==> src/rtl/rtty_pkg.sv <==
// shared types, register codes and constants of the rtty bit serializer
package rtty_pkg;

  localparam int unsigned TickBits    = 24;
  localparam int unsigned FrameBits   = 11;
  localparam int unsigned CharBits    = 8;
  localparam int unsigned CfgIdxBits  = 2;
  localparam int unsigned CfgDataBits = 24;

  localparam logic LEVEL_MARK  = 1'b1;
  localparam logic LEVEL_SPACE = 1'b0;

  localparam logic [TickBits-1:0] RESET_BIT_PERIOD = TickBits'(19500);
  localparam logic [3:0]          RESET_DATA_BITS  = 4'd7;
  localparam logic [1:0]          RESET_STOP_BITS  = 2'd2;
  localparam logic [3:0]          MAX_DATA_BITS    = 4'd8;

  typedef enum logic [CfgIdxBits-1:0] {
    REG_BIT_PERIOD = 2'd0,
    REG_DATA_BITS  = 2'd1,
    REG_STOP_BITS  = 2'd2
  } reg_idx_e;

  typedef enum logic {
    KIND_TICK = 1'b0,
    KIND_CHAR = 1'b1
  } kind_e;

  // effective settings after clamping
  typedef struct packed {
    logic [TickBits-1:0] period;
    logic [3:0]          data_bits;
    logic [3:0]          frame_tail;  // data bits plus stop bits
  } cfg_t;

  typedef struct packed {
    logic                kind;
    logic [CharBits-1:0] char_code;
  } item_t;

  typedef struct packed {
    logic line_level;
    logic busy_res;
    logic accepted;
  } result_t;

endpackage

==> src/rtl/rtty_ifs.sv <==
// handshake channel interfaces of the rtty bit serializer

interface rtty_in_if;
  logic       valid;
  logic       ready;
  logic       kind;
  logic [7:0] char_code;
  modport source (output valid, output kind, output char_code, input ready);
  modport sink (input valid, input kind, input char_code, output ready);
endinterface

interface rtty_out_if;
  logic valid;
  logic ready;
  logic line_level;
  logic busy_res;
  logic accepted;
  modport source (output valid, output line_level, output busy_res, output accepted,
                  input ready);
  modport sink (input valid, input line_level, input busy_res, input accepted,
                output ready);
endinterface

interface rtty_cfg_if;
  logic        valid;
  logic        ready;
  logic [1:0]  index;
  logic [23:0] data;
  modport source (output valid, output index, output data, input ready);
  modport sink (input valid, input index, input data, output ready);
endinterface

==> src/rtl/rtty_cfg_regs.sv <==
// configuration registers with clamping of the frame settings
module rtty_cfg_regs
  import rtty_pkg::*;
(
  input  logic        clk_i,
  input  logic        rst_ni,
  rtty_cfg_if.sink    cfg_i,
  output cfg_t        cfg_o
);

  logic [TickBits-1:0] period_q;
  logic [3:0]          dbits_q;
  logic [1:0]          sbits_q;
  logic [3:0]          dbits_eff;
  logic [1:0]          sbits_eff;

  assign cfg_i.ready = 1'b1;

  always_ff @(posedge clk_i or negedge rst_ni) begin
    if (!rst_ni) begin
      period_q <= RESET_BIT_PERIOD;
      dbits_q  <= RESET_DATA_BITS;
      sbits_q  <= RESET_STOP_BITS;
    end else if (cfg_i.valid) begin
      unique case (reg_idx_e'(cfg_i.index))
        REG_BIT_PERIOD: period_q <= cfg_i.data[TickBits-1:0];
        REG_DATA_BITS:  dbits_q  <= cfg_i.data[3:0];
        REG_STOP_BITS:  sbits_q  <= cfg_i.data[1:0];
        default: ;  // unknown index, write dropped
      endcase
    end
  end

  always_comb begin
    dbits_eff = (dbits_q > MAX_DATA_BITS) ? MAX_DATA_BITS : dbits_q;
    unique case (sbits_q)
      2'd0:    sbits_eff = 2'd1;
      2'd3:    sbits_eff = 2'd2;
      default: sbits_eff = sbits_q;
    endcase
    cfg_o.period     = (period_q == '0) ? TickBits'(1) : period_q;
    cfg_o.data_bits  = dbits_eff;
    cfg_o.frame_tail = dbits_eff + {2'b00, sbits_eff};
  end

endmodule

==> src/rtl/rtty_frame_engine.sv <==
// frame state and one-item update: tick counter, frame shifter, line level
module rtty_frame_engine
  import rtty_pkg::*;
(
  input  logic    clk_i,
  input  logic    rst_ni,
  input  logic    step_i,
  input  item_t   item_i,
  input  cfg_t    cfg_i,
  output result_t res_o
);

  logic [FrameBits-1:0] frame_q, frame_d;
  logic [3:0]           left_q, left_d;
  logic [TickBits-1:0]  tick_q, tick_d, tick_inc;
  logic                 sending_q, sending_d;
  logic                 level_q, level_d;
  logic                 taken;
  logic [9:0]           ch_ext;
  logic [9:0]           body;

  always_ff @(posedge clk_i or negedge rst_ni) begin
    if (!rst_ni) begin
      frame_q   <= '1;
      left_q    <= '0;
      tick_q    <= '0;
      sending_q <= 1'b0;
      level_q   <= LEVEL_MARK;
    end else if (step_i) begin
      frame_q   <= frame_d;
      left_q    <= left_d;
      tick_q    <= tick_d;
      sending_q <= sending_d;
      level_q   <= level_d;
    end
  end

  // data bits above the configured count become stop or slack ones
  always_comb begin
    ch_ext = {2'b11, item_i.char_code};
    for (int i = 1; i < FrameBits; i++) begin
      body[i-1] = (4'(i) <= cfg_i.data_bits) ? ch_ext[i-1] : 1'b1;
    end
  end

  assign tick_inc = tick_q + TickBits'(1);

  always_comb begin
    frame_d   = frame_q;
    left_d    = left_q;
    tick_d    = tick_q;
    sending_d = sending_q;
    level_d   = level_q;
    taken     = 1'b0;
    if (item_i.kind == KIND_CHAR) begin
      if (!sending_q) begin
        level_d   = LEVEL_SPACE;
        frame_d   = {1'b1, body};
        left_d    = cfg_i.frame_tail;
        tick_d    = '0;
        sending_d = 1'b1;
        taken     = 1'b1;
      end
    end else if (sending_q) begin
      if (tick_inc >= cfg_i.period) begin
        tick_d = '0;
        if (left_q == 4'd0) begin
          sending_d = 1'b0;
          level_d   = LEVEL_MARK;
        end else begin
          level_d = frame_q[0];
          frame_d = {1'b1, frame_q[FrameBits-1:1]};
          left_d  = left_q - 4'd1;
        end
      end else begin
        tick_d = tick_inc;
      end
    end
  end

  assign res_o.line_level = level_d;
  assign res_o.busy_res   = sending_d;
  assign res_o.accepted   = taken;

endmodule

==> src/rtl/rtty_bit_serializer_top.sv <==
// top level of the rtty bit serializer: input register, frame engine, result register
//
//   channel  dir  handshake       payload
//   in_i     in   valid / ready   kind, char_code
//   out_o    out  valid / ready   line_level, busy_res, accepted
//   cfg_i    in   valid / ready   index (0 period, 1 data bits, 2 stop bits), data
//
// one item per clock sustained while out_o is ready; an item's result reaches out_o through
// the input register, then the frame engine update into the result register
// the frame state advances only when an item moves into the result register
// a stalled result holds; the input register keeps taking items as long as the result
// register frees up in the same cycle
// reset: 19500 ticks per bit, 7 data bits, 2 stop bits, line at mark, not busy
module rtty_bit_serializer_top
  import rtty_pkg::*;
(
  input  logic       clk_i,
  input  logic       rst_ni,
  rtty_in_if.sink    in_i,
  rtty_out_if.source out_o,
  rtty_cfg_if.sink   cfg_i
);

  logic    in_valid_q;
  item_t   in_item_q;
  logic    out_valid_q;
  result_t out_res_q;
  logic    advance;
  cfg_t    cfg;
  result_t eng_res;

  // item moves from the input register into the result register
  assign advance    = in_valid_q && (!out_valid_q || out_o.ready);
  assign in_i.ready = !in_valid_q || advance;

  always_ff @(posedge clk_i or negedge rst_ni) begin
    if (!rst_ni) begin
      in_valid_q <= 1'b0;
    end else if (in_i.ready) begin
      in_valid_q <= in_i.valid;
    end
  end

  // payload register, no reset needed
  always_ff @(posedge clk_i) begin
    if (in_i.valid && in_i.ready) begin
      in_item_q.kind      <= in_i.kind;
      in_item_q.char_code <= in_i.char_code;
    end
  end

  rtty_cfg_regs u_cfg (
    .clk_i  (clk_i),
    .rst_ni (rst_ni),
    .cfg_i  (cfg_i),
    .cfg_o  (cfg)
  );

  rtty_frame_engine u_engine (
    .clk_i  (clk_i),
    .rst_ni (rst_ni),
    .step_i (advance),
    .item_i (in_item_q),
    .cfg_i  (cfg),
    .res_o  (eng_res)
  );

  always_ff @(posedge clk_i or negedge rst_ni) begin
    if (!rst_ni) begin
      out_valid_q <= 1'b0;
    end else if (advance) begin
      out_valid_q <= 1'b1;
    end else if (out_o.ready) begin
      out_valid_q <= 1'b0;
    end
  end

  always_ff @(posedge clk_i) begin
    if (advance) begin
      out_res_q <= eng_res;
    end
  end

  assign out_o.valid      = out_valid_q;
  assign out_o.line_level = out_res_q.line_level;
  assign out_o.busy_res   = out_res_q.busy_res;
  assign out_o.accepted   = out_res_q.accepted;

  // a taken character starts a frame with the start bit on the line
  a_taken_starts: assert property (@(posedge clk_i) disable iff (!rst_ni)
    out_o.valid && out_o.accepted |-> out_o.busy_res && out_o.line_level == LEVEL_SPACE)
    else $error("taken character without start bit");

  // an idle line rests at mark
  a_idle_mark: assert property (@(posedge clk_i) disable iff (!rst_ni)
    out_o.valid && !out_o.busy_res |-> out_o.line_level == LEVEL_MARK)
    else $error("idle line not at mark");

  // a stalled result with a full input register blocks new items
  a_stall_blocks: assert property (@(posedge clk_i) disable iff (!rst_ni)
    out_valid_q && !out_o.ready && in_valid_q |-> !in_i.ready)
    else $error("input taken while both stages are stalled");

  // a tick item never takes a character
  a_tick_not_taken: assert property (@(posedge clk_i) disable iff (!rst_ni)
    advance && in_item_q.kind == KIND_TICK |=> !out_res_q.accepted)
    else $error("tick item flagged as taken");

endmodule
==> src/flat_wrapper.sv <==
// flat-port wrapper written by rule: the top's interface ports become plain ports
module rtty_bit_serializer_top_flat import rtty_pkg::*;
  (clk_i, rst_ni, in_i_valid, in_i_kind, in_i_char_code, in_i_ready, out_o_valid, out_o_line_level, out_o_busy_res, out_o_accepted, out_o_ready, cfg_i_valid, cfg_i_index, cfg_i_data, cfg_i_ready);
  rtty_in_if in_i_i ();
  rtty_out_if out_o_i ();
  rtty_cfg_if cfg_i_i ();
  input  logic clk_i;
  input  logic rst_ni;
  input wire logic [$bits(in_i_i.valid)-1:0] in_i_valid;
  input wire logic [$bits(in_i_i.kind)-1:0] in_i_kind;
  input wire logic [$bits(in_i_i.char_code)-1:0] in_i_char_code;
  output wire logic [$bits(in_i_i.ready)-1:0] in_i_ready;
  output wire logic [$bits(out_o_i.valid)-1:0] out_o_valid;
  output wire logic [$bits(out_o_i.line_level)-1:0] out_o_line_level;
  output wire logic [$bits(out_o_i.busy_res)-1:0] out_o_busy_res;
  output wire logic [$bits(out_o_i.accepted)-1:0] out_o_accepted;
  input wire logic [$bits(out_o_i.ready)-1:0] out_o_ready;
  input wire logic [$bits(cfg_i_i.valid)-1:0] cfg_i_valid;
  input wire logic [$bits(cfg_i_i.index)-1:0] cfg_i_index;
  input wire logic [$bits(cfg_i_i.data)-1:0] cfg_i_data;
  output wire logic [$bits(cfg_i_i.ready)-1:0] cfg_i_ready;
  assign in_i_i.valid = in_i_valid;
  assign in_i_i.kind = in_i_kind;
  assign in_i_i.char_code = in_i_char_code;
  assign in_i_ready = in_i_i.ready;
  assign out_o_valid = out_o_i.valid;
  assign out_o_line_level = out_o_i.line_level;
  assign out_o_busy_res = out_o_i.busy_res;
  assign out_o_accepted = out_o_i.accepted;
  assign out_o_i.ready = out_o_ready;
  assign cfg_i_i.valid = cfg_i_valid;
  assign cfg_i_i.index = cfg_i_index;
  assign cfg_i_i.data = cfg_i_data;
  assign cfg_i_ready = cfg_i_i.ready;
  rtty_bit_serializer_top u_core (.clk_i(clk_i), .rst_ni(rst_ni), .in_i(in_i_i), .out_o(out_o_i), .cfg_i(cfg_i_i));
endmodule
==> config.mk <==
export PLATFORM = sky130hd
export DESIGN_NAME = rtty_bit_serializer_top_flat
export DESIGN_NICKNAME = d
export VERILOG_FILES = /design/src/rtl/rtty_pkg.sv /design/src/rtl/rtty_ifs.sv /design/src/rtl/rtty_cfg_regs.sv /design/src/rtl/rtty_frame_engine.sv /design/src/rtl/rtty_bit_serializer_top.sv /design/src/flat_wrapper.sv
export SDC_FILE = /design/constraint.sdc
export NUM_CORES = 1
export LEC_CHECK = 0
export BUFFER_PORTS_ARGS = -buffer_cell sky130_fd_sc_hd__buf_2
export CORE_UTILIZATION = 64
export DETAILED_ROUTE_END_ITERATION = 7
export PLACE_DENSITY = 0.82
export SLEW_MARGIN = 20
export SYNTH_ARGS = -nofsm -noshare
export SYNTH_HDL_FRONTEND = slang
export SYNTH_SLANG_ARGS = --single-unit
==> constraint.sdc <==
create_clock -name clk_i -period 8.1 [get_ports clk_i]
set_clock_uncertainty 0.2 [all_clocks]
set_input_delay 0.81 -clock clk_i [delete_from_list [all_inputs] [get_ports clk_i]]
set_output_delay 0.81 -clock clk_i [all_outputs]
set_load 0.05 [all_outputs]
# Word-level counts from Yosys, hierarchy flattened
# Index checks and enable logic that the tools add are counted.
# totals
ff_bits,85
latch_bits,0
ramBits,0
romBits,0
in_bits,40
output_inout_bits,6
word_cells,88
memories,0
# classes
n_addsub,3
n_mul,0
div_mod_pow,0
n_lt_le_gt_ge,10
n_eq_ne,5
shift,0
muxes,37
bitwise,0
n_reduce_logical,18
# op_table
operator,count
two-way mux 24 bit,5
two-way mux 11 bit,5
"adder 24 x 1 -> 24 bit, second input constant",1
>= comparator 24 bit,1
logical NOT 24 bit,1
two-way mux 4 bit,6
two-way mux 1 bit,20
"less-or-equal comparator 3 x 4 -> 1 bit, first input constant",4
"less-or-equal comparator 2 x 4 -> 1 bit, first input constant",2
AND reduction 2 bit,3
nonzero test 2 bit,3
AND reduction 5 bit,1
adder 4 x 2 -> 4 bit,1
"equality test 2 bit, second input constant",2
"greater-than comparator 4 bit, second input constant",1
"less-or-equal comparator 1 x 4 -> 1 bit, first input constant",1
"less-or-equal comparator 4 bit, first input constant",1
logical NOT 2 bit,2
logical NOT 4 bit,1
case mux 2 bit (2 select lines),1
"subtractor 4 x 1 -> 4 bit, second input constant",1
AND reduction 3 bit,1
"equality test 2 x 1 -> 1 bit, second input constant",1
logical AND 1 bit,2
other kinds (4),6

# Logic depth before layout (Yosys ltp)
# Gate-level depths: netlist (run 1).
# logic_depth
depth_word,6
ltp_mapped,16
mapped_depth_nobuf,15

# Cells and area by module
# A second synthesis (run 1) with hierarchy kept.
# hier_totals
hier_cells,496
hier_area_um2,4923.5
# modules_own_cells
mod,instances,cells_each,area_each_um2,seq_area_each_um2
rtty_frame_engine,1,361,3002.9,962.2
rtty_cfg_regs,1,115,1456.4,763.2
rtty_bit_serializer_top,1,20,464.2,410.4

# Worst setup path after synthesis (run 1)
# Ideal clock, no wire load.
# synth_path
path_type,reg-to-reg
from,register u_core.u_engine.tick_q[0]
to,"register u_core.out_res_q, in the netlist u_core.out_o.line_level (data pin)"
setup_time_ns,0.281
arrival_ns,3.354
required_ns,7.619
slack_ns,4.265
stages_incl_launch_ff,17
path_buffers,2
path_cell_list,dfrtp_1 ha_1 and3_1 nand3_1 nor3_1 nand3_1 nor2_1 xnor2_1 ha_1 nand4_1 nor4_4 o311ai_2 and3_1 buf_6 buf_6 o211ai_1 o311ai_0
# synth_between
elab_chain_cells,5
# synth_lines
item,line_no,rtl
start: declaration,rtty_frame_engine.sv:15,"logic [TickBits-1:0] tick_q, tick_d, tick_inc;"
start signal: assignment,rtty_frame_engine.sv:32,tick_q <= tick_d;
adder 24 x 1 -> 24 bit,rtty_frame_engine.sv:46,assign tick_inc = tick_q + TickBits'(1);
>= comparator 24 bit,rtty_frame_engine.sv:65,if (tick_inc >= cfg_i.period) begin
two-way mux 1 bit,rtty_frame_engine.sv:65,
two-way mux 1 bit,rtty_frame_engine.sv:64,end else if (sending_q) begin
two-way mux 1 bit,rtty_frame_engine.sv:55,if (item_i.kind == KIND_CHAR) begin
via u_core.u_engine.level_d,rtty_frame_engine.sv:17,"logic level_q, level_d;"
end signal: assignment,rtty_bit_serializer_top.sv:80,out_res_q <= eng_res;
end: declaration,rtty_bit_serializer_top.sv:27,result_t out_res_q;
# The timed path passes the listed nets, and every way through them passes these cells.
# A chain may end at the register's enable or synchronous reset.

# Worst setup path in the final report (run 1)
# layout_path
from,register u_core.u_engine.tick_q[0]
to,register u_core.u_engine.level_q
# layout_between
elab_chain_cells,5
# layout_lines
item,line_no,rtl
adder 24 x 1 -> 24 bit,rtty_frame_engine.sv:46,
>= comparator 24 bit,rtty_frame_engine.sv:65,
two-way mux 1 bit,rtty_frame_engine.sv:65,
two-way mux 1 bit,rtty_frame_engine.sv:64,
two-way mux 1 bit,rtty_frame_engine.sv:55,
end signal: assignment,rtty_frame_engine.sv:34,level_q <= level_d;
end: declaration,rtty_frame_engine.sv:17,
# No other way between the ends.

==> impl_summary.log, run 1 <==
INFO  metric min_path_type = reg -> reg
INFO  metric final_period_minus_worst_setup_slack = 4.61 ns
INFO  metric clock_power_share = 0.289
INFO  metric detail_route_antenna_nets = 0
INFO  metric dpl_worst_slack = 3.57 ns
INFO  metric worst-setup-path-type = reg -> reg
INFO  metric timing.fmax = about 220 MHz
INFO  metric detailedRoute.firstPassIterationCount = 4
INFO  metric avgSynthCellArea = 9.61 um^2
INFO  metric netlist_top_cells_area = dfrtp_1 27%, dfstp_2 11%, ha_1 8.0%
INFO  metric detailed_place_hpwl = 7300 um
INFO  metric combinationalPowerShare = 0.215
INFO  metric setup_viol_count_final = 0
INFO  metric placement_rows = 30
INFO  metric critical_path_depth = 14
INFO  metric power-per-cell-area = 209 nW/um^2
INFO  metric clock_tree_from_tritoncts = done
INFO  metric critical_path_buf_inv_count = 0
INFO  metric number_of_synthesized_flops_with_an_enable_pin = 12
INFO  metric rsz0062_at_grt = no
INFO  metric max_slew.worst_pin.slew = between 0.9 and 1 ns
INFO  metric cp_cell_sequence = ha_1 > and3_1 > nand3_1 > nor3_1 > nand3_1 > nor2_1 > xnor2_1 > ha_1 > nand4_1 > nor4_4 > o311ai_2 > and3_1 > or3_1 > o311ai_1
INFO  metric flow.area_growth_from_synthesis = 10.1%
INFO  metric power.static_leakage = 2.36 nW
INFO  metric sequential_power_share = 0.496
INFO  metric yosysTopAreaCellShare = 0.271
INFO  metric r2r_start = u_core.u_engine.tick_q[0]
INFO  metric cts.repair.resized = 0
INFO  metric maxcap_viol_count = 0
INFO  metric switchingPower = 0.337 mW
INFO  metric critical_path.reg2reg.endpoint = u_core.u_engine.level_q
INFO  metric post_cts.repair.setup_buffers = 0
INFO  metric die_height = roughly 88 um
INFO  metric dr_total_vias = 3801
INFO  metric synth_ff_type = dfrtp_1
INFO  metric ys_top_cells_by_count = 64 x nand2_1, 51 x dfrtp_1, 39 x o21ai_0
INFO  metric cp_top_family = simple AND/OR/NAND/NOR gates
INFO  metric grt_pass1_vias = between 3000 and 4000
INFO  metric status = finished clean
INFO  metric start_util = 0.677
INFO  metric synth_seq_area_share = 0.454
INFO  metric met2_wirelength_from_detailed_routing = approximately 5400 um
INFO  metric worst_ir_drop_vdd = between 0.00015 and 0.0002 V
INFO  metric reg2reg_setup_slack = 3.49 ns
INFO  metric final_layout_size_suffix_gt1_frac = 0.200
INFO  metric timing_max_transition_violations_final = 0
INFO  metric worst_setup_sp_type = register
INFO  metric swShare = 0.312
INFO  metric global_route_wire_length_before_repair = 16400 um
INFO  metric route.detailed.vias_per_inst = approximately 6
INFO  metric grt_max_degree = 71
INFO  metric cts.sink_count = 82
INFO  metric number_of_antenna_violations_at_the_first_check_in_global_routing = 0
INFO  metric cts_made_buffers = 9
INFO  metric finalCritPeriodShare = 0.570
INFO  metric gr-total-overflow = 0
INFO  metric core_area = just under 7000 um^2
INFO  metric n_fill_cell = 475
INFO  metric wl_met1 = 4100 um
INFO  metric finish.utilization = 0.745
INFO  metric wl = 10300 um
INFO  metric postSynthNetCount = 560
INFO  metric syn-instance-count = a little under 500
INFO  metric clkLatencyLatePin = 0.36 ns
INFO  metric gp_congestion = approximately 0.88
INFO  metric drt_iter0_drc = 227
INFO  metric timing.slew.headroom = 0.370
INFO  metric critical_path.max_stage_delay = 0.52 ns
INFO  metric antenna_cells_inserted = 0
INFO  metric fin_tns_setup = 0 ns
INFO  metric chipWidth = 87.7 um
INFO  metric post-route-worst-setup-slack = roughly 3.5 ns
INFO  metric synth-async-reset-ratio = 0.854
INFO  metric critical_path_peak_fanout = 25
INFO  metric yosys_reg_bits = 82
INFO  metric cts.path.max_buffers = 2
INFO  metric cts-htree-levels = 3
INFO  metric power.internal = 0.745 mW
INFO  metric crit_end = u_core.u_engine.level_q
INFO  metric arrival = 4.68 ns
INFO  metric met3_wirelength = approximately 440 um
INFO  metric most_used_standard_cell_by_instance_count_after_synthesis = nand2_1
INFO  metric synthesis_warnings = 0
INFO  metric root_buffer = clkbuf_8
INFO  metric post_detailed_route_wirelength_per_cell = ~16 um
INFO  metric nets = 595
INFO  metric dr.max_layer_used = met4
INFO  metric reg2regPathDepth = 14
INFO  metric place.port_buffers = 44
INFO  metric timing.critical_path.slowest_stage_cell = and3_1
INFO  metric hold_viol = 0
INFO  metric cts.reportedPaths.clkPinSlew = 0.08 ns
INFO  metric synthesis.area = 4700 um^2
INFO  metric die_area = 7690 um^2
INFO  metric grt.total_usage = 0.284
INFO  metric io_pins = 46
INFO  metric critical_path_required = just over 8 ns
INFO  metric synth.distinct_cells = 56
INFO  metric worst_setup_path_startpoint = u_core.u_engine.tick_q[0]
INFO  metric drc_violations = 0
INFO  metric number_of_hold_repair_buffers_added_at_the_cts_stage = 0
INFO  metric cp-end-kind = register
INFO  metric area_leader_netlist = dfrtp_1
## tightest hold or removal path: cells and delay by family, from the launching register on
| kind | cells | cell delay (ns) |
|---|---|---|
| simple gates | 2 | 0.13 |
| flops | 1 | 0.34 |
## metrics by stage
step                      hold WS (ns)  cells  total power, mW  instance area [um^2]
after detailed placement         0.279    609            0.773                  4960
after global placement           0.280    609            0.758                  4960
after CTS                        0.296    625             1.08                  5170
after global routing             0.358    625             1.13                  5170
final                            0.305    625             1.08                  5170
after floorplan                  0.251    489            0.700                  4700
## state kept, by name, indices dropped and copies added, names as in the netlist, 2 cells and up
signal	count
u_core.u_engine.frame_q	8
u_core.u_engine.tick_q	24
u_core.u_cfg.dbits_q	4
u_core.u_cfg.period_q	24
u_core.u_cfg.sbits_q	2
u_core.in_item_q	9
u_core.u_engine.left_q	4
## area by class of cell
cell class / instances / area [um^2] / area share
clock buffer: 12 / 188 / 0.0363
clock inverter: 4 / 30.0 / 0.00580
inverter: 34 / 128 / 0.0247
multi-input combinational: 350 / 2330 / 0.450
sequential: 82 / 2140 / 0.413
tap: 96 / 120 / 0.0232
timing repair buffer: 47 / 243 / 0.0469
## per-layer routing
layer / global-route usage / vias up
li1: - / 1804
met1: 0.331 / 1851
met2: 0.501 / 118
met3: 0.0462 / 28
met4: 0.149 / 0
met5: 0 / -
## cells in the final DEF, fill, tap and decap left out, types with 5 or more instances in the layout
master    Yosys  routed
inv_1        34      34
nand2b_1      6       6
nor4_1       10      10
ha_1         30      30
edfxtp_1     12      12
o32ai_1       5       5
mux2_2       13      13
xnor2_1      16      16
o21ai_0      39      39
a211oi_1      5       5
xor2_1        8       8
nand2_1      64      64
nor2_1       29      29
and3_1        6       6
a21oi_1      22      22
buf_2         1      44
nand3_1      18      18
dfstp_2      19      19
a22o_1        7       7
clkbuf_8      0      10
nor3_1        7       7
dfrtp_1      51      51
a41o_1        9       9
nor2b_1      10      10
## cells by family after synthesis
| group | after synthesis | synth area share |
|---|---|---|
| multiplexers | 15 | 0.0354 |
| AO/OA/AOI/OAI | 109 | 0.153 |
| adder cells (fa/ha/maj) | 31 | 0.0841 |
| AND/OR/NAND/NOR | 170 | 0.177 |
| flip-flops | 82 | 0.454 |
| buffers and inverters | 57 | 0.0508 |
| other | 1 | 0.000798 |
| XOR/XNOR | 24 | 0.0447 |
## power groups by stage
stage	logic (mW)	registers, mW	clock network (mW)
2_1_floorplan	0.173	0.527	0
3_3_place_gp	0.219	0.539	0
3_5_place_dp	0.231	0.542	0
4_1_cts	0.234	0.535	0.315
5_1_grt	0.262	0.542	0.329
6_report	0.233	0.537	0.313
## worst min path at each step
stage | slack, ns | end | start | cells past startpoint
6_report | 0.30 | u_core.u_engine.frame_q[7] | u_core.in_item_q[7] | 2
5_1_grt | 0.36 | u_core.u_engine.frame_q[2] | u_core.u_engine.frame_q[2] | 2
4_1_cts | 0.30 | u_core.u_engine.frame_q[7] | u_core.in_item_q[7] | 2
3_5_place_dp | 0.28 | u_core.u_engine.frame_q[7] | u_core.in_item_q[7] | 2
3_3_place_gp | 0.28 | u_core.u_engine.frame_q[7] | u_core.in_item_q[7] | 2
2_1_floorplan | 0.25 | u_core.u_engine.frame_q[7] | u_core.in_item_q[7] | 2
No activity file was read; power rests on OpenSTA's default activity.
==> run 2, diff against run 1 <==
CORE_UTILIZATION = 60   (was 64)
PLACE_DENSITY = 0.78   (was 0.82)
clock period = 4.3 ns   (was 8.1 ns; I/O delays follow)
==> impl_summary.log, run 2 (same netlist as run 1, synthesis figures left out) <==
INFO  metric status = finished clean
INFO  metric layout.cells.non_filler = 633 (+1.3%)
INFO  metric hold_path_startpoint = in_i_char_code[6]
INFO  metric worst_ir_drop_vdd = 0.000351 V (+110%)
INFO  metric global_route_wire_length_before_repair = 17300 um (+5.6%)
INFO  metric detailed_place_hpwl = 7720 um (+5.7%)
INFO  metric place.port_buffers = 44 (unchanged)
INFO  metric dp.cells = 616 (+1.1%)
INFO  metric power.static_leakage = 2.39 nW (+1.3%)
INFO  metric post-route-worst-setup-slack = 0.201 ns (-3.28 ns)
INFO  metric cts_made_buffers = 9 (unchanged)
INFO  metric chipWidth = 90.5 um (+3.2%)
INFO  metric critical_path_peak_fanout = 10 (-60%)
INFO  metric critical_path.reg2reg.endpoint = u_core.u_engine.level_q
INFO  metric post_cts.repair.setup_buffers = 0 (unchanged)
INFO  metric cp-end-kind = register
INFO  metric r2r_start = u_core.u_engine.tick_q[7]
INFO  metric antenna_cells_inserted = 0 (unchanged)
INFO  metric timing_max_transition_violations_final = 0 (unchanged)
INFO  metric core_area = 7410 um^2 (+6.7%)
INFO  metric die_area = 8190 um^2 (+6.5%)
INFO  metric critical_path_buf_inv_count = 0 (unchanged)
INFO  metric power-per-cell-area = 376 nW/um^2 (+80%)
INFO  metric post_detailed_route_wirelength_per_cell = 16.6 um (+0.97%)
INFO  metric layout.cells.most_common = nand2_1
INFO  metric gp_congestion = 0.914 (+4.3%)
INFO  metric max_slew.worst_pin.slew = 0.788 ns (-0.157 ns)
INFO  metric critical_path.max_stage_delay = 0.45 ns (-0.07 ns)
INFO  metric flow.area_growth_from_synthesis = 10.9%
INFO  metric fin_tns_setup = 0 ns (unchanged)
INFO  metric die_height = 90.5 um (+3.2%)
INFO  metric total_power_draw = 1.96 mW (+81%)
INFO  metric maxcap_viol_count = 0 (unchanged)
INFO  metric final_cell_area = 5220 um^2 (+0.77%)
INFO  metric grt_pass1_vias = 3797 (+6.6%)
INFO  metric reg2reg_setup_slack = 0.20 ns (-3.28 ns)
INFO  metric n_fill_cell = 572 (+20%)
INFO  metric power.internal = 1.34 mW (+80%)
INFO  metric sequential_power_share = 0.515 (+0.019)
INFO  metric drt_iter0_drc = 199 (-12%)
INFO  metric detail_route_antenna_nets = 0 (unchanged)
INFO  metric wl = 10500 um (+2.3%)
INFO  metric final_period_minus_worst_setup_slack = 4.10 ns (-0.516 ns)
INFO  metric hold-path-cell-count = 1 (-1)
INFO  metric io_pins = 46 (unchanged)
INFO  metric drc_violations = 0 (unchanged)
INFO  metric cp_top_family = simple AND/OR/NAND/NOR gates
INFO  metric min_path_type = in -> reg
INFO  metric number_of_antenna_violations_at_the_first_check_in_global_routing = 0 (unchanged)
INFO  metric cts.sink_count = 82 (unchanged)
INFO  metric min_delay_worst_endpoint = u_core.in_item_q[6]
INFO  metric reg2regPathDepth = 13 (-1)
INFO  metric combinationalPowerShare = 0.229 (+0.014)
INFO  metric worst_setup_sp_type = register
INFO  metric placement_rows = 31 (+3.3%)
INFO  metric detailedRoute.firstPassIterationCount = 4 (unchanged)
INFO  metric grt_max_degree = 48 (-32%)
INFO  metric layout_common_cells = 62 x nand2_1, 51 x dfrtp_1, 43 x buf_2
INFO  metric clock_tree_from_tritoncts = done
INFO  metric timing.slew.headroom = 0.472 (+0.102)
INFO  metric hold_viol = 0 (unchanged)
INFO  metric gr-total-overflow = 0 (unchanged)
INFO  metric root_buffer = clkbuf_8
INFO  metric switchingPower = 0.625 mW (+85%)
INFO  metric finalCritPeriodShare = 0.953 (+0.383)
INFO  metric cts.reportedPaths.clkPinSlew = 0.08 ns (about the same)
INFO  metric nets = 600 (+0.84%)
INFO  metric worst-setup-path-type = reg -> reg
INFO  metric setup_viol_count_final = 0 (unchanged)
INFO  metric critical_path_required = 4.35 ns (-3.81 ns)
INFO  metric dr_total_vias = 3773 (-0.74%)
INFO  metric cp_cell_sequence = nand2_1 > nor2_2 > nand3_1 > nand2b_2 > or3_4 > xnor2_1 > ha_1 > nand4_1 > nor4_4 > o311ai_2 > and3_4 > or3_1 > o311ai_1
INFO  metric top_regs = u_core.u_cfg.period_q (24), u_core.u_engine.tick_q (24), u_core.in_item_q (9)
INFO  metric dpl_worst_slack = 0.0312 ns (-3.54 ns)
INFO  metric grt.total_usage = 0.270 (-0.0136)
INFO  metric cts-htree-levels = 3 (unchanged)
INFO  metric start_util = 0.635 (-0.0424)
INFO  metric worst_setup_path_startpoint = u_core.u_engine.tick_q[7]
INFO  metric timing.fmax = 244 MHz (+13%)
INFO  metric route.detailed.vias_per_inst = 5.96 (-2.0%)
INFO  metric timing.critical_path.slowest_stage_cell = dfrtp_1
INFO  metric cts.path.max_buffers = 2 (unchanged)
INFO  metric clkLatencyLatePin = 0.35 ns (about the same)
INFO  metric clock_power_share = 0.256 (-0.033)
INFO  metric placed_cell_area = 4990 um^2 (+0.68%)
INFO  metric final_layout_size_suffix_gt1_frac = 0.215 (+0.0150)
INFO  metric arrival = 4.15 ns (-0.53 ns)
INFO  metric swShare = 0.318 (+0.00672)
-- run 2: through the flow --
stage | utilization | hold WS, ns
after floorplan | - | -0.0656
after global placement | 0.674 | 0.284
after detailed placement | 0.674 | 0.298
after CTS | 0.698 | 0.0387
after global routing | 0.704 | 0.0356
final | 0.704 | 0.0505
-- run 2: cell type report --
type	instances	area [um^2]	share of cell area
clock buffer	10	138	0.0264
multi-input combinational	350	2360	0.453
sequential	82	2140	0.410
timing repair buffer	52	285	0.0547
clock inverter	6	40.0	0.00768
tap	99	124	0.0238
inverter	34	128	0.0245
-- run 2: worst register-to-register path, delay by kind of cell (launching register included) --
family	cells	cell delay [ns]
and+or+nand+nor	9	2.42
AOI/OAI and AO/OA	2	0.46
DFF	1	0.45
adders and majority gates	1	0.32
xor gates and xnor gates	1	0.16
-- run 2: power by group through the flow --
stage	Combinational, mW	Sequential (mW)	Clock [mW]
after floorplan	0.326	0.993	0
after global placement	0.421	1.02	0
after detailed placement	0.446	1.02	0
after CTS	0.449	1.01	0.515
after global routing	0.501	1.02	0.541
final	0.450	1.01	0.502
-- run 2: worst max-delay path by stage --
| stage | slack [ns] | to | cells after the start |
|---|---|---|---|
| final | 0.20 | u_core.u_engine.level_q | 13 |
| after detailed placement | 0.03 | u_core.u_engine.level_q | 14 |
| after CTS | 0.0004 | u_core.u_engine.level_q | 14 |
| after floorplan | 0.47 | u_core.out_o.line_level | 16 |
| after global placement | 0.28 | u_core.u_engine.level_q | 14 |
| after global routing | -0.006 | u_core.u_engine.tick_q[22] | 15 |
-- run 2: metal layers --
metal / vias to the layer above / GRT usage / wire length, um
li1: 1814 / - / -
met1: 1811 / 0.316 / 4290
met2: 115 / 0.482 / 5470
met3: 33 / 0.0446 / 346
met4: 0 / 0.126 / 420
met5: - / 0 / 0
-- run 2: timing repair --
item                                   CTS  global route
gates resized for setup                  0             9
hold buffers                             0             1
endpoints found under the hold margin    0            26
setup endpoints to repair                0            34
==> run 3, diff against run 2 <==
CORE_ASPECT_RATIO = 0.5   (was unset)
==> impl_summary.log, run 3 (same netlist as run 1, synthesis figures left out) <==
INFO  metric gr-total-overflow = 0 (unchanged)
INFO  metric n_fill_cell = 574 (+0.35%)
INFO  metric clock_tree_from_tritoncts = done
INFO  metric worst_ir_drop_vdd = 0.000355 V (+1.1%)
INFO  metric io_pins = 46 (unchanged)
INFO  metric power-per-cell-area = 411 nW/um^2 (+9.3%)
INFO  metric die_height = 64.6 um (-29%)
INFO  metric layout_common_cells = 64 x nand2_1, 51 x dfrtp_1, 44 x buf_2
INFO  metric final_period_minus_worst_setup_slack = 4.02 ns (-0.0765 ns)
INFO  metric critical_path.max_stage_delay = 0.41 ns (-0.04 ns)
INFO  metric rsz0062_at_grt = no
INFO  metric worst-setup-path-type = reg -> reg
INFO  metric min_path_type = in -> reg
INFO  metric start_util = 0.630 (-0.00436)
INFO  metric timing_max_transition_violations_final = 0 (unchanged)
INFO  metric gp_congestion = 0.851 (-6.8%)
INFO  metric final_layout_size_suffix_gt1_frac = 0.207 (-0.00827)
INFO  metric detailed_place_hpwl = 7210 um (-6.6%)
INFO  metric dr_total_vias = 3642 (-3.5%)
INFO  metric timing.fmax = 249 MHz (+1.9%)
INFO  metric regArea = 2140 um^2 (unchanged)
INFO  metric nets = 602 (+0.33%)
INFO  metric grt.total_usage = 0.271 (+0.000857)
INFO  metric timing.critical_path.slowest_stage_cell = dfrtp_1
INFO  metric post_detailed_route_wirelength_per_cell = 15.4 um (-7.2%)
INFO  metric drc_violations = 0 (unchanged)
INFO  metric post_cts.repair.setup_buffers = 0 (unchanged)
INFO  metric grt_pass1_vias = 3587 (-5.5%)
INFO  metric drt_iter0_drc = 283 (+42%)
INFO  metric finish.utilization = 0.714 (+0.00975)
INFO  metric cts.path.max_buffers = 2 (unchanged)
INFO  metric setup_viol_count_final = 0 (unchanged)
INFO  metric clkLatencyLatePin = 0.34 ns (about the same)
INFO  metric layout.cells.most_common = nand2_1
INFO  metric number_of_antenna_violations_at_the_first_check_in_global_routing = 0 (unchanged)
INFO  metric antenna_cells_inserted = 0 (unchanged)
INFO  metric detailedRoute.firstPassIterationCount = 5 (+1)
INFO  metric cp_top_family = simple AND/OR/NAND/NOR gates
INFO  metric cts.sink_count = 82 (unchanged)
INFO  metric global_route_wire_length_before_repair = 16900 um (-2.2%)
INFO  metric top_regs = u_core.u_cfg.period_q (24), u_core.u_engine.tick_q (24), u_core.in_item_q (9)
INFO  metric cp_cell_sequence = ha_1 > and3_1 > nand3_1 > nor3_2 > nand3_1 > nor2_1 > xnor2_1 > ha_1 > a21oi_1 > nand2_1 > a221oi_1 > and3_1 > nand2_1 > nor2_2 > mux2_2
INFO  metric grt_max_degree = 56 (+17%)
INFO  metric finalCritPeriodShare = 0.935 (-0.0178)
INFO  metric power.static_leakage = 2.41 nW (+1.2%)
INFO  metric cts.reportedPaths.clkPinSlew = 0.06 ns (-0.02 ns)
INFO  metric cp-end-kind = register
INFO  metric detail_route_antenna_nets = 0 (unchanged)
INFO  metric core_area = 7460 um^2 (+0.69%)
INFO  metric hold_viol = 0 (unchanged)
INFO  metric route.detailed.vias_per_inst = 5.66 (-5.1%)
INFO  metric max_slew.worst_pin.slew = 0.734 ns (-0.0540 ns)
INFO  metric worst_setup_sp_type = register
INFO  metric placement_rows = 22 (-29%)
INFO  metric status = finished clean
INFO  metric chipWidth = 127 um (+41%)
INFO  metric critical_path_peak_fanout = 9 (-1)
INFO  metric critical_path_buf_inv_count = 0 (unchanged)
INFO  metric maxcap_viol_count = 0 (unchanged)
INFO  metric timing.slew.headroom = 0.509 (+0.0362)
INFO  metric flow.area_growth_from_synthesis = 13.3%
INFO  metric place.port_buffers = 44 (unchanged)
INFO  metric cts-htree-levels = 3 (unchanged)
INFO  metric die_area = 8210 um^2 (+0.26%)
INFO  metric cts_made_buffers = 9 (unchanged)
INFO  metric arrival = 4.10 ns (-0.05 ns)
INFO  metric fin_tns_setup = 0 ns (unchanged)
INFO  metric critical_path_required = 4.38 ns (+0.03 ns)
INFO  metric root_buffer = clkbuf_16
INFO  metric wl = 9940 um (-5.6%)
INFO  metric multi_input_area = 2340 um^2 (-1.0%)
run 3: worst paths after layout:
| check | slack (ns) | from | to | cells after the start |
|---|---|---|---|---|
| worst max-delay path | 0.28 | u_core.u_engine.tick_q[0] | u_core.u_engine.tick_q[0] | 15 |
| worst min-delay path | 0.06 | in_i_char_code[4] | u_core.in_item_q[4] | 1 |
| worst max register to register | 0.28 | u_core.u_engine.tick_q[0] | u_core.u_engine.tick_q[0] | 15 |
| worst min register to register | 0.30 | u_core.in_item_q[7] | u_core.u_engine.frame_q[7] | 2 |
| max in group asynchronous | 2.57 | rst_ni | u_core.u_cfg.period_q[16] | 3 |
| min in group asynchronous | 0.34 | rst_ni | u_core.out_o.valid | 2 |
run 3: what timing repair did:
action / CTS / global route
setup endpoints to repair: 0 / 4
endpoints found under the hold margin: 4 / 0
hold buffers: 1 / 0
resized for setup: 0 / 4
run 3: area by class of cell:
| class | instances | area share |
|---|---|---|
| Timing Repair Buffer | 54 | 0.0559 |
| Sequential cell | 82 | 0.401 |
| Tap cell | 108 | 0.0254 |
| Clock buffer | 10 | 0.0430 |
| Clock inverter | 6 | 0.0108 |
| Multi-Input combinational cell | 350 | 0.440 |
| Inverter | 34 | 0.0240 |
run 3: layer usage:
| layer | vias to the layer above | share of wire | GRT usage |
|---|---|---|---|
| li1 | 1823 | - | - |
| met3 | 14 | 0.049 | 0.0743 |
| met4 | 0 | 0.014 | 0.0863 |
| met5 | - | 0 | 0 |
| met1 | 1710 | 0.48 | 0.364 |
| met2 | 95 | 0.46 | 0.430 |
run 3: stage by stage:
stage	total power, mW	setup slack [ns]	cell area [um^2]	std cells	hold WS [ns]
finish	2.19	0.278	5320	644	0.0610
global placement	1.44	0.368	5020	627	0.156
CTS	2.20	0.176	5310	644	0.0513
floorplan	1.32	0.465	4700	489	-0.0656
detailed placement	1.46	0.209	5020	627	0.161
global route	2.31	0.00929	5320	644	0.0537
run 3: report_power, final:
part,switching [mW],leakage [nW],internal (mW)
logic,0.253,1.32,0.187
clock network,0.297,0.134,0.444
registers,0.0839,0.964,0.924
